File: src/sv/afps_pkg.sv
// Shared types and constants for the array fill and point write sum block.
package afps_pkg;

   localparam int MAX_ENTRIES = 1024;
   localparam int VALUE_BITS  = 30;
   localparam int INDEX_BITS  = $clog2(MAX_ENTRIES);
   localparam int COUNT_BITS  = 11;
   localparam int TOTAL_BITS  = 41;
   localparam int SUM_BITS    = 40;
   localparam int EPOCH_BITS  = 8;

   // Queue between front and back; depth must be a power of two.
   localparam int QUEUE_DEPTH = 2;
   localparam int QPTR_BITS   = $clog2(QUEUE_DEPTH);
   localparam int QCNT_BITS   = QPTR_BITS + 1;

   localparam logic [COUNT_BITS-1:0] COUNT_RESET = COUNT_BITS'(1024);
   localparam logic [COUNT_BITS-1:0] COUNT_CAP   = COUNT_BITS'(MAX_ENTRIES);
   localparam logic [EPOCH_BITS-1:0] EPOCH_FIRST = EPOCH_BITS'(1);
   localparam logic [EPOCH_BITS-1:0] EPOCH_LAST  = {EPOCH_BITS{1'b1}};
   localparam logic [EPOCH_BITS-1:0] EPOCH_NONE  = '0;
   localparam logic [INDEX_BITS-1:0] INDEX_LAST  = INDEX_BITS'(MAX_ENTRIES - 1);

   typedef enum logic {
      CMD_WRITE = 1'b0,
      CMD_FILL  = 1'b1
   } cmd_type;

   typedef struct packed {
      cmd_type                 cmd;
      logic [INDEX_BITS-1:0]   idx;
      logic [VALUE_BITS-1:0]   val;
      logic                    err;
      logic [COUNT_BITS-1:0]   cnt;
   } queue_item_type;

   typedef struct packed {
      logic [EPOCH_BITS-1:0] tag;
      logic [VALUE_BITS-1:0] value;
   } mem_entry_type;

   typedef enum logic [1:0] {
      BK_IDLE,
      BK_CALC,
      BK_COMMIT,
      BK_CLEAR
   } back_state_type;

endpackage

File: src/sv/afps_front.sv
// Front end: element count register, transaction accept and classification.
module afps_front
   import afps_pkg::*;
(
   input  logic                  clock,
   input  logic                  reset,
   input  logic                  csr_write_enable,
   input  logic [COUNT_BITS-1:0] csr_write_data,
   input  logic                  req_valid,
   output logic                  req_stall,
   input  logic                  req_command,
   input  logic [INDEX_BITS-1:0] req_entry_index,
   input  logic [VALUE_BITS-1:0] req_new_value,
   input  logic                  queue_full,
   output logic                  push,
   output queue_item_type        push_item
);

   logic [COUNT_BITS-1:0] element_count_ff;
   logic [COUNT_BITS-1:0] element_count_in;
   logic [COUNT_BITS-1:0] count_eff;

   always_comb begin
      element_count_in = csr_write_enable ? csr_write_data : element_count_ff;
   end

   always_ff @(posedge clock) begin
      if (reset) begin
         element_count_ff <= COUNT_RESET;
      end else begin
         element_count_ff <= element_count_in;
      end
   end

   // cap the count at the table depth
   assign count_eff = (element_count_ff > COUNT_CAP) ? COUNT_CAP : element_count_ff;

   assign req_stall = queue_full;
   assign push      = req_valid && !queue_full;

   always_comb begin
      push_item.cmd = cmd_type'(req_command);
      push_item.idx = req_entry_index;
      push_item.val = req_new_value;
      push_item.cnt = count_eff;
      push_item.err = (push_item.cmd == CMD_WRITE) &&
                      (COUNT_BITS'(req_entry_index) >= count_eff);
   end

endmodule

File: config.mk
export PLATFORM = sky130hd
export DESIGN_NAME = afps_front
export DESIGN_NICKNAME = d
export VERILOG_FILES = /design/src/sv/afps_pkg.sv /design/src/sv/afps_front.sv
export SDC_FILE = /design/constraint.sdc
export NUM_CORES = 1
export LEC_CHECK = 0
export BUFFER_PORTS_ARGS = -buffer_cell sky130_fd_sc_hd__buf_2
export CORE_MARGIN = 4
export CORE_UTILIZATION = 37
export CTS_CLUSTER_SIZE = 10
export DETAILED_ROUTE_END_ITERATION = 12
export GPL_ROUTABILITY_DRIVEN = 0
export PLACE_DENSITY = 0.81
export SYNTH_ARGS = -nofsm -noshare
export SYNTH_HDL_FRONTEND = slang
export SYNTH_SLANG_ARGS = --single-unit
File: constraint.sdc
create_clock -name clock -period 2.9 [get_ports clock]
set_input_delay 0.29 -clock clock [delete_from_list [all_inputs] [get_ports clock]]
set_output_delay 0.29 -clock clock [all_outputs]
set_load 0.01 [all_outputs]
==> flow_summary.ini <==
[critical_path]
crit_fanout = 14
crit_top_cell = a21oi_1
worstPathCellList = nand2b_1, ha_1, a21oi_1, o21ai_0, a21oi_1, o32ai_1, buf_2
critPathTopFamily = flip-flops
crit_path_start_kind = flop
critPathMaxStageDelay_ps = 540
worstPathArrival_ps = 1890
cp.required_ps = 2610
cp_slowest_cell = dfxtp_1
crit_type = reg -> out
cp.buffers_inverters = 1
crit_path_end_kind = primary output

[synth]
syn-num-nets = 193
yosys-top-cells-count = buf_4 (42), dfxtp_1 (11), nor2_1 (11)
synth.most_common_cell = buf_4
synth-warning-count = 0
synth.distinct_cells = 20
synth-async-reset-ratio_pct = 0
synth_edf_count = 0
netlist_area_um2 = 1035
syn_avg_cell_area_um2 = 8.212
synth_top_area_share_pct = 30.47
synth_area_leader_cell = buf_4
synth_cells = 126
synth-seq-cells = 11
synth.area.top_cells = buf_4 (30%), dfxtp_1 (21%), ha_1 (12%)
ys.flop_type = dfxtp_1
ys_seq_area_share_pct = 21.28

[timing]
period_share_pct = 75.26
finClkSkew_ps = 0
fin_setup_tns_ps = 0
tightestPinTransition_ps = 371.4
setup_slack_ps = 717.5
max_freq_mhz = 458.2
hold_violations = 0
slew_headroom_pct = 75.21
maxSlewViolCount = 0
rsz0062_at_grt = no
final-setup-viol-count = 0
fin_hold_ws_ps = 222.9
period_needed_ps = 2183

[final_layout]
reg_top3 = element_count_ff (11)
area_growth_syn_to_layout_pct = -2.539
n_antenna_cell = 0
finalNetCount = 203
final_layout_size_suffix_gt1_share_pct = 42.96
largest_reg_flops = 11
final_cell_area_um2 = 1008
largest_register = element_count_ff

[clocking]
clock_path_buffers = 2
root_buffer = clkbuf_4
cts_made_buffers = 3
clk-insertion-delay-late_ps = 270
cts_sinks = 11
cts_resized = 0
clkTransAtPathRegs_ps = 70
cts_hold_buf = 0
htreeDepth = 1
postCtsSetupBuffers = 0
tritoncts = built

[power]
ir_worst_vdd_mv = 0.2689
p_leak_nw = 0.6071
p_comb_share_pct = 24.3
power_uw = 362.2
net-switching-power_uw = 103.4
seqPwrFrac_pct = 46.2
p_int_uw = 258.8
power_density_nw_per_um2 = 359.2
power.share.clock_pct = 29.5
sw_frac_of_total_pct = 28.56

[die]
die_x_um = 60.88
row_count = 18
coreArea_um2 = 2567
die_y_um = 60.88
ios = 112
start_util_pct = 40.30
dieArea_um2 = 3706

[placement]
placed_area_um2 = 982.2
dp_hpwl_mm = 1.665
portBuffers = 51
pre_cts_ws_ps = 1017

[grt]
overflow = 0
antenna_found_initial = 0
grt_max_degree = 15
gr-usage-all-layers_pct = 10.75
grt_pass1_vias = 704
grt_first_pass_wirelength_mm = 2.987

[route]
wl_mm = 1.929
drtAntennaViolNets = 0
drt_pass1_iterations = 3
vias_per_cell = 4.491
drtIter0Drc = 8
vias = 741
wl_per_cell_um = 11.69
drc_errors = 0

[run]
timing.max_cap.violations = 0

[outcome]
status = finished, final reports clean

[min_path]
hp-class = in -> reg
==> final timing paths <==
| path | end | start | slack, ps | cells after the start |
|---|---|---|---|---|
| worst min register to register | element_count_ff[0]$_SDFFE_PP0P_ | element_count_ff[0]$_SDFFE_PP0P_ | 490 | 2 |
| worst max register to register | element_count_ff[10]$_SDFFE_PP1P_ | element_count_ff[10]$_SDFFE_PP1P_ | 1960 | 2 |
| worst min-delay path | element_count_ff[10]$_SDFFE_PP1P_ | csr_write_data[10] | 220 | 2 |
| worst max-delay path | push_item[11] | element_count_ff[10]$_SDFFE_PP1P_ | 720 | 7 |
==> worst register-to-register path: cells and delay by family (launching register included) <==
family,cells,cell delay [ps]
flops,1,420
compound gates,1,230
simple gates,1,190
==> cells in the final DEF (no fill, tap or decap), drive strengths merged <==
cell type,n
ha,10
inv,10
nand2,3
buf,51
o21ai,2
dfxtp,11
a211o,1
mux2i,10
a21o,1
nand4,1
clkbuf,4
nor2,12
nor2b,4
a21oi,5
nand2b,9
o32ai,1
==> routing by layer <==
layer  vias to the layer above  GRT usage [%]  wire length, um
met5                         -              0                0
li1                        378              -                -
met3                        14          2.553              200
met1                       309          10.90              705
met4                         0          8.978               82
met2                        40          18.47              940
==> cell type report <==
cell class | count | area (um^2)
fillers | 277 | 1559
multi-input cells | 59 | 431.7
repair buffers | 51 | 255.2
flip-flops and latches | 11 | 220.2
inverters | 10 | 37.54
well taps | 30 | 37.54
clock buffers | 4 | 26.28
==> logic make-up after synthesis <==
group	count (synthesis)	synth area share, %
AOI/OAI and AO/OA	10	5.803
adders and majority gates	10	12.09
buffers and inverters	56	37.00
DFF	11	21.28
muxes	10	9.674
and+or+nand+nor	29	14.15
==> metrics by stage <==
stage	instances	utilization, %
6_report	165	39.28
5_1_grt	165	39.28
4_1_cts	165	39.28
3_5_place_dp	161	38.26
3_3_place_gp	161	38.26
2_1_floorplan	126	-
==> power by group through the flow <==
stage               sequential, mW  clock (mW)  combinational, mW
finish                       0.167       0.107             0.0880
global route                 0.169       0.117              0.101
CTS                          0.167       0.111             0.0898
detailed placement           0.171           0             0.0894
global placement             0.171           0             0.0883
floorplan                    0.167           0              0.109
Power figures use the tool's default switching activity.
