--- config.mk ---
export PLATFORM = sky130hd
export DESIGN_NAME = afps_queue
export DESIGN_NICKNAME = d
export VERILOG_FILES = /design/src/sv/afps_pkg.sv /design/src/sv/afps_queue.sv
export SDC_FILE = /design/constraint.sdc
export NUM_CORES = 1
export LEC_CHECK = 0
export BUFFER_PORTS_ARGS = -buffer_cell sky130_fd_sc_hd__clkbuf_2
export CAP_MARGIN = 20
export CELL_PAD_IN_SITES_DETAIL_PLACEMENT = 0
export CELL_PAD_IN_SITES_GLOBAL_PLACEMENT = 2
export CORE_UTILIZATION = 42
export CTS_BUF_LIST = sky130_fd_sc_hd__clkbuf_4
export CTS_CLUSTER_SIZE = 12
export DETAILED_ROUTE_END_ITERATION = 12
export PLACE_DENSITY_LB_ADDON = 0.1
export SLEW_MARGIN = 20
export SYNTH_ARGS = -nofsm -noshare
export SYNTH_HDL_FRONTEND = slang
export SYNTH_SLANG_ARGS = --single-unit
--- constraint.sdc ---
create_clock -name clock -period 5.8 [get_ports clock]
set_input_delay 1.16 -clock clock [delete_from_list [all_inputs] [get_ports clock]]
set_output_delay 1.16 -clock clock [all_outputs]
set_load 0.02 [all_outputs]
--- src/sv/afps_pkg.sv ---
// Shared types and constants for the array fill and point write sum block.
package afps_pkg;

   localparam int MAX_ENTRIES = 1024;
   localparam int VALUE_BITS  = 30;
   localparam int INDEX_BITS  = $clog2(MAX_ENTRIES);
   localparam int COUNT_BITS  = 11;
   localparam int TOTAL_BITS  = 41;
   localparam int SUM_BITS    = 40;
   localparam int EPOCH_BITS  = 8;

   // Queue between front and back; depth must be a power of two.
   localparam int QUEUE_DEPTH = 2;
   localparam int QPTR_BITS   = $clog2(QUEUE_DEPTH);
   localparam int QCNT_BITS   = QPTR_BITS + 1;

   localparam logic [COUNT_BITS-1:0] COUNT_RESET = COUNT_BITS'(1024);
   localparam logic [COUNT_BITS-1:0] COUNT_CAP   = COUNT_BITS'(MAX_ENTRIES);
   localparam logic [EPOCH_BITS-1:0] EPOCH_FIRST = EPOCH_BITS'(1);
   localparam logic [EPOCH_BITS-1:0] EPOCH_LAST  = {EPOCH_BITS{1'b1}};
   localparam logic [EPOCH_BITS-1:0] EPOCH_NONE  = '0;
   localparam logic [INDEX_BITS-1:0] INDEX_LAST  = INDEX_BITS'(MAX_ENTRIES - 1);

   typedef enum logic {
      CMD_WRITE = 1'b0,
      CMD_FILL  = 1'b1
   } cmd_type;

   typedef struct packed {
      cmd_type                 cmd;
      logic [INDEX_BITS-1:0]   idx;
      logic [VALUE_BITS-1:0]   val;
      logic                    err;
      logic [COUNT_BITS-1:0]   cnt;
   } queue_item_type;

   typedef struct packed {
      logic [EPOCH_BITS-1:0] tag;
      logic [VALUE_BITS-1:0] value;
   } mem_entry_type;

   typedef enum logic [1:0] {
      BK_IDLE,
      BK_CALC,
      BK_COMMIT,
      BK_CLEAR
   } back_state_type;

endpackage

--- src/sv/afps_queue.sv ---
// Short queue of classified transactions between front and back.
module afps_queue
   import afps_pkg::*;
(
   input  logic           clock,
   input  logic           reset,
   input  logic           push,
   input  queue_item_type push_item,
   output logic           full,
   input  logic           pop,
   output logic           empty,
   output queue_item_type head_item
);

   queue_item_type        slot_ff [QUEUE_DEPTH];
   logic [QPTR_BITS-1:0]  wr_ptr_ff;
   logic [QPTR_BITS-1:0]  wr_ptr_in;
   logic [QPTR_BITS-1:0]  rd_ptr_ff;
   logic [QPTR_BITS-1:0]  rd_ptr_in;
   logic [QCNT_BITS-1:0]  count_ff;
   logic [QCNT_BITS-1:0]  count_in;
   logic                  do_push;
   logic                  do_pop;

   assign full      = (count_ff == QCNT_BITS'(QUEUE_DEPTH));
   assign empty     = (count_ff == '0);
   assign head_item = slot_ff[rd_ptr_ff];
   assign do_push   = push && !full;
   assign do_pop    = pop && !empty;

   always_comb begin
      wr_ptr_in = do_push ? wr_ptr_ff + QPTR_BITS'(1) : wr_ptr_ff;
      rd_ptr_in = do_pop  ? rd_ptr_ff + QPTR_BITS'(1) : rd_ptr_ff;
      count_in  = count_ff;
      if (do_push && !do_pop) begin
         count_in = count_ff + QCNT_BITS'(1);
      end else if (do_pop && !do_push) begin
         count_in = count_ff - QCNT_BITS'(1);
      end
   end

   always_ff @(posedge clock) begin
      if (reset) begin
         wr_ptr_ff <= '0;
         rd_ptr_ff <= '0;
         count_ff  <= '0;
      end else begin
         wr_ptr_ff <= wr_ptr_in;
         rd_ptr_ff <= rd_ptr_in;
         count_ff  <= count_in;
      end
   end

   always_ff @(posedge clock) begin
      if (do_push) begin
         slot_ff[wr_ptr_ff] <= push_item;
      end
   end

endmodule

==> results of run 1 <==
==> sequential cells by signal, summed over array words and instances (netlist names), named ones only <==
signal	cells
count_ff	2
rd_ptr_ff	1
slot_ff	106
wr_ptr_ff	1
==> through the flow <==
| step | std cells | cell area, sq um | worst slack, ns |
|---|---|---|---|
| finish | 443 | 4860 | 2.42 |
| global route | 443 | 4860 | 2.23 |
| CTS | 443 | 4860 | 2.34 |
| detailed placement | 427 | 4740 | 2.84 |
| global placement | 427 | 4740 | 2.84 |
| floorplan | 190 | 4040 | 2.77 |
==> worst max path at each step <==
| stage | to | slack (ns) | start | depth (start not counted) |
|---|---|---|---|---|
| final | head_item[49] | 2.42 | register | 3 |
| after global placement | head_item[23] | 2.84 | register | 3 |
| after floorplan | slot_ff[1][0] | 2.77 | push | 3 |
| after CTS | head_item[23] | 2.34 | register | 3 |
| after detailed placement | head_item[23] | 2.84 | register | 3 |
| after global routing | head_item[23] | 2.23 | register | 3 |
==> routing by layer <==
metal  routed length [um]  vias to the layer above
li1                     -                      981
met1                 2880                      961
met2                 3190                       74
met3                  494                       10
met4                   88                        0
met5                    0                        -
==> power by group <==
part           switching [mW]  leakage [nW]  internal, mW
sequential             0.0485          1.03          1.01
combinational           0.365         0.728         0.245
clock                   0.248        0.0683        0.0946
total                   0.662          1.83          1.35
==> critical path, cell delays in order, from the launching register on <==
cell	delay, ns
dfxtp_2	0.72
buf_4	0.48
mux2_2	0.39
clkbuf_2	0.16
==> logic make-up (layout without fill, tap and decap cells) <==
group / Yosys count / count (layout) / share of synthesized area, %
flops: 111 / 111 / 81.3
mux: 53 / 53 / 14.8
simple gates: 9 / 9 / 1.15
buf+inv: 8 / 132 / 1.18
compound gates: 5 / 5 / 0.620
xor+xnor: 3 / 3 / 0.651
fa+ha+maj: 1 / 1 / 0.310
==> synthesized netlist by cell type <==
cell	n	area [sq um]
a21oi_1	2	10.0
edfxtp_1	106	3180
o21ai_0	3	15.0
nor2b_2	1	8.76
inv_1	2	7.51
xor2_1	3	26.3
buf_2	2	10.0
or3_1	2	12.5
dfxtp_1	5	100
nor2_1	5	18.8
mux2_2	53	597
buf_4	4	30.0
ha_1	1	12.5
and2_1	1	6.26
==> final cells by class <==
type,instances,share of cell area [%]
Sequential cell,111,67.6
Multi-Input combinational cell,71,14.6
Timing Repair Buffer,114,11.9
Tap cell,129,3.32
Clock buffer,9,1.39
Clock inverter,7,1.11
Inverter,2,0.154
==> qor.yml, run 1 <==
status: "finished clean"
cts.repair.resized: 0
clkSinkCount: 111
avgSynthCellArea_sq_um: 21.3
io_buffers: 111
grt_pass1_vias: 2070
path_clk_slew_ns: 0.16
diodes: 0
drv_cap: 0
drive_gt1_share_pct: 58.9
end_kind: "output pin"
clk_root_buffer_cell: "clkbuf_4"
ff2ff_path_depth: 4
setup-tns-final_ns: 0
dp_hpwl_um: 4300
maxSlewViolCount: 0
top_level_ports: 112
grt_pass1_wl_um: 10400
met1_usage_pct: 17.5
path_max_fanout: 31
max_freq_ghz: 0.296
grt.total_usage_pct: 14.2
hold_violations: 0
multiInputGateArea_sq_um: 708
seqCellArea_sq_um: 3280
avgRoutedWirePerCell_um: 15.0
vias: 2026
core-area_sq_um: 9280
rrSetupSlack_ns: 3.72
yosysUniqueCellTypes: 14
final_common_cell: "clkbuf_2"
r2r-end: "slot_ff[1][35]"
final_util_pct: 52.4
synth-seq-area-share_pct: 81.3
drc: 0
n_fill_cell: 824
cts_setup_buffers: 0
ys_ff_latch: 111
dr.pass1.iters: 4
use_met3_pct: 4.94
grt_overflow: 0
synth_warnings: 0
clk_path_buf_depth: 2
post-route-period-util_pct: 58.2
fp.dieW_um: 100
final_nets: 367
rows: 35
p_leak_nw: 1.83
layout_min_cycle_time_ns: 3.38
min_to: "wr_ptr_ff"
setup_viol: 0
critical_path_class: "register to output pin"
r2r_start: "count_ff[0]"
hold_class: "register to register"
mostFrequentLayoutCells: "clkbuf_2, edfxtp_1, mux2_2, clkbuf_4, nor2_1"
cp.required_ns: 4.64
synth_nets: 248
synthesis.instances: 190
gp_congestion: 0.649
syn_to_final_growth_pct: 20.4
startpoint_type: "register"
max-slew-margin-rel_pct: 51.6
hp-start: "wr_ptr_ff"
use_met2_pct: 22.8
grt_max_degree: 54
antenna_found_initial: 0
htreeDepth: 3
power.density_nw_per_um2: 413
skew_ns: 0.0116
rsz0062_at_grt: "false"
initial_utilization_pct: 43.5
busiest_layer: "met2"
whs_ns: 0.513
worst_slew_pin_slew_ns: 0.726
avgViaCountPerCell: 4.57
max-vdd-ir-drop_mv: 0.174
insertion_delay_ns: 0.43
wl_um: 6650
ctsHoldBuffers: 0
dieArea_sq_um: 10000
syn_area_sq_um: 4040
drtIter0Drc: 79
die_h_um: 100
critical_path_arrival_ns: 2.22
holdPathStages: 2
cts_tree: "built"
ant_nets: 0
finalPower_mw: 2.01
cts_buffers: 9
Power figures use the tool's default switching activity.
==> inputs of run 2 (changes only) <==
ABC_AREA = 1   (was unset)
CORE_UTILIZATION = 40   (was 42)
clock period = 3.47 ns   (was 5.8 ns; I/O delays follow)
==> run 2 against run 1 <==
Sequential cell count did not move. Highest routed layer unchanged. Power rose by 70%. Wire length rose by 4.0%.
==> qor.yml, run 2 <==
finalPower_mw: 3.42  # +70%
seqCellArea_sq_um: 3290  # about the same
grt_pass1_vias: 2122  # +2.5%
power.density_nw_per_um2: 669  # +62%
mostFrequentLayoutCells: "clkbuf_2, edfxtp_1, mux2_4, clkbuf_4, inv_1"
status: "finished clean"
hold_class: "input port to register"
avgSynthCellArea_sq_um: 21.4  # +0.76%
place_ws_ns: 1.14  # -1.69 ns
skew_ns: 0.0166  # +0.00504 ns
initial_utilization_pct: 41.5  # -2.0 points
max-slew-margin-rel_pct: 32.2  # -19 points
htreeDepth: 3  # unchanged
dr.pass1.iters: 4  # unchanged
reg_top3: "slot_ff x106, count_ff x2"
hp-start: "push_item[13]"
drtIter0Drc: 58  # -27%
startpoint_type: "register"
setup-tns-final_ns: 0  # unchanged
setup_viol: 0  # unchanged
synth-seq-area-share_pct: 75.9  # -5.4 points
stdcell_area_sq_um: 5110  # +5.2%
path_max_fanout: 53  # +71%
critical_path_class: "register to output pin"
critical_path_arrival_ns: 2.10  # -0.12 ns
rsz0062_at_grt: "false"
dieArea_sq_um: 11200  # +12%
maxSlewViolCount: 0  # unchanged
antenna_found_initial: 0  # unchanged
die_h_um: 106  # +5.9%
synth-main-ff-cell: "edfxtp_1"
cts_buffers: 9  # unchanged
insertion_delay_ns: 0.45  # +0.02 ns
holdPathStages: 1  # -1
grt_max_degree: 54  # unchanged
synth_warnings: 0  # unchanged
final_nets: 379  # +3.3%
r2r_start: "count_ff[0]"
avgRoutedWirePerCell_um: 15.0  # -0.32%
final_common_cell: "clkbuf_2"
yosysUniqueCellTypes: 18  # +4
ant_nets: 0  # unchanged
dp_hpwl_um: 4520  # +5.2%
cts_tree: "built"
ff2ff_path_depth: 3  # -1
io_buffers: 111  # unchanged
syn_to_final_growth_pct: 18.2
cts_setup_buffers: 0  # unchanged
rows: 37  # +5.7%
clkSinkCount: 111  # unchanged
synth_area_leaders: "edfxtp_1, mux2_4, buf_12"
top_level_ports: 112  # unchanged
layout_setup_ws_ns: 0.673  # -1.75 ns
synthTopCellsByCount: "edfxtp_1, mux2_4, nor2_1, inv_1"
core-area_sq_um: 10400  # +12%
synth_nets: 260  # +4.8%
drc: 0  # unchanged
dpl-instance-area_sq_um: 4990  # +5.4%
max-vdd-ir-drop_mv: 0.294  # +69%
drive_gt1_share_pct: 57.4  # -1.6 points
vias: 2142  # +5.7%
grt_overflow: 0  # unchanged
end_kind: "output pin"
n_fill_cell: 922  # +12%
worst_slew_pin_slew_ns: 1.02  # +0.290 ns
cp.required_ns: 2.78  # -1.86 ns
clk_path_buf_depth: 2  # unchanged
grt_pass1_wl_um: 10500  # +1.6%
cts.repair.resized: 0  # unchanged
grt.total_usage_pct: 12.7  # -1.4 points
hold_violations: 0  # unchanged
multiInputGateArea_sq_um: 912  # +29%
final_cells: 462  # +4.3%
clk_root_buffer_cell: "clkbuf_4"
layout_min_cycle_time_ns: 2.80
syn_area_sq_um: 4330  # +7.1%
synthArstFlopShare_pct: 0  # unchanged
wl_um: 6910  # +4.0%
whs_ns: 0.416  # -0.0967 ns
regMostFlops: "slot_ff"
synthesis.instances: 202  # +6.3%
fp.dieW_um: 106  # +5.9%
ys_ff_latch: 111  # unchanged
place_inst: 446  # +4.4%
min_to: "slot_ff[1][13]"
drv_cap: 0  # unchanged
yosysMostFrequentCell: "edfxtp_1"
rrSetupSlack_ns: 1.64  # -2.08 ns
final_util_pct: 49.1  # -3.3 points
avgViaCountPerCell: 4.64  # +1.4%
synth_top_area_share_pct: 73.6  # -5.2 points
synth_edf_count: 106  # unchanged
r2r-end: "slot_ff[1][11]"
largest_reg_flops: 106  # unchanged
post-synth-top-area-cell: "edfxtp_1"
gp_congestion: 0.653  # +0.54%
p_leak_nw: 2.04  # +12%
path_clk_slew_ns: 0.16  # about the same
ctsHoldBuffers: 0  # unchanged
diodes: 0  # unchanged
post-route-period-util_pct: 80.6
max_freq_ghz: 0.358
-- run 2: cell families after synthesis --
family	share of synthesized area (%)
AND/OR/NAND/NOR	1.53
multiplexers	18.1
buffers and inverters	3.36
AO/OA/AOI/OAI	0.781
adder cells (fa/ha/maj)	0.289
flip-flops	75.9
-- run 2: cell type report --
class / instances / share of cell area (%)
multi-input cells: 76 / 17.8
clock inverters: 6 / 0.857
repair buffers: 114 / 11.6
inverters: 9 / 0.661
flip-flops and latches: 111 / 64.3
clock buffers: 10 / 1.47
well taps: 136 / 3.33
-- run 2: worst max-delay path, cell delays in order (launching register included) --
cell and delay (ns):
dfxtp_4 1.03, mux2_2 0.42, clkbuf_2 0.16
-- run 2: worst max-delay path by stage --
stage	from	endpoint	slack, ns	cells after the start
2_1_floorplan	push	slot_ff[0][0]	0.02	2
3_3_place_gp	register	head_item[30]	1.14	2
3_5_place_dp	register	head_item[35]	1.14	2
4_1_cts	register	head_item[30]	0.62	2
5_1_grt	register	head_item[31]	0.56	2
6_report	register	head_item[30]	0.67	2
-- run 2: per-layer routing --
metal | global-route usage [%] | wire, um | vias up
li1 | - | - | 1014
met1 | 15.0 | 2880 | 1060
met2 | 21.8 | 3570 | 58
met3 | 3.31 | 343 | 10
met4 | 5.65 | 112 | 0
met5 | 0 | 0 | -
-- run 2: power by group --
part | internal, mW | total [mW] | switching [mW]
registers | 1.69 | 1.84 | 0.147
logic | 0.478 | 1.01 | 0.535
clock network | 0.161 | 0.568 | 0.407
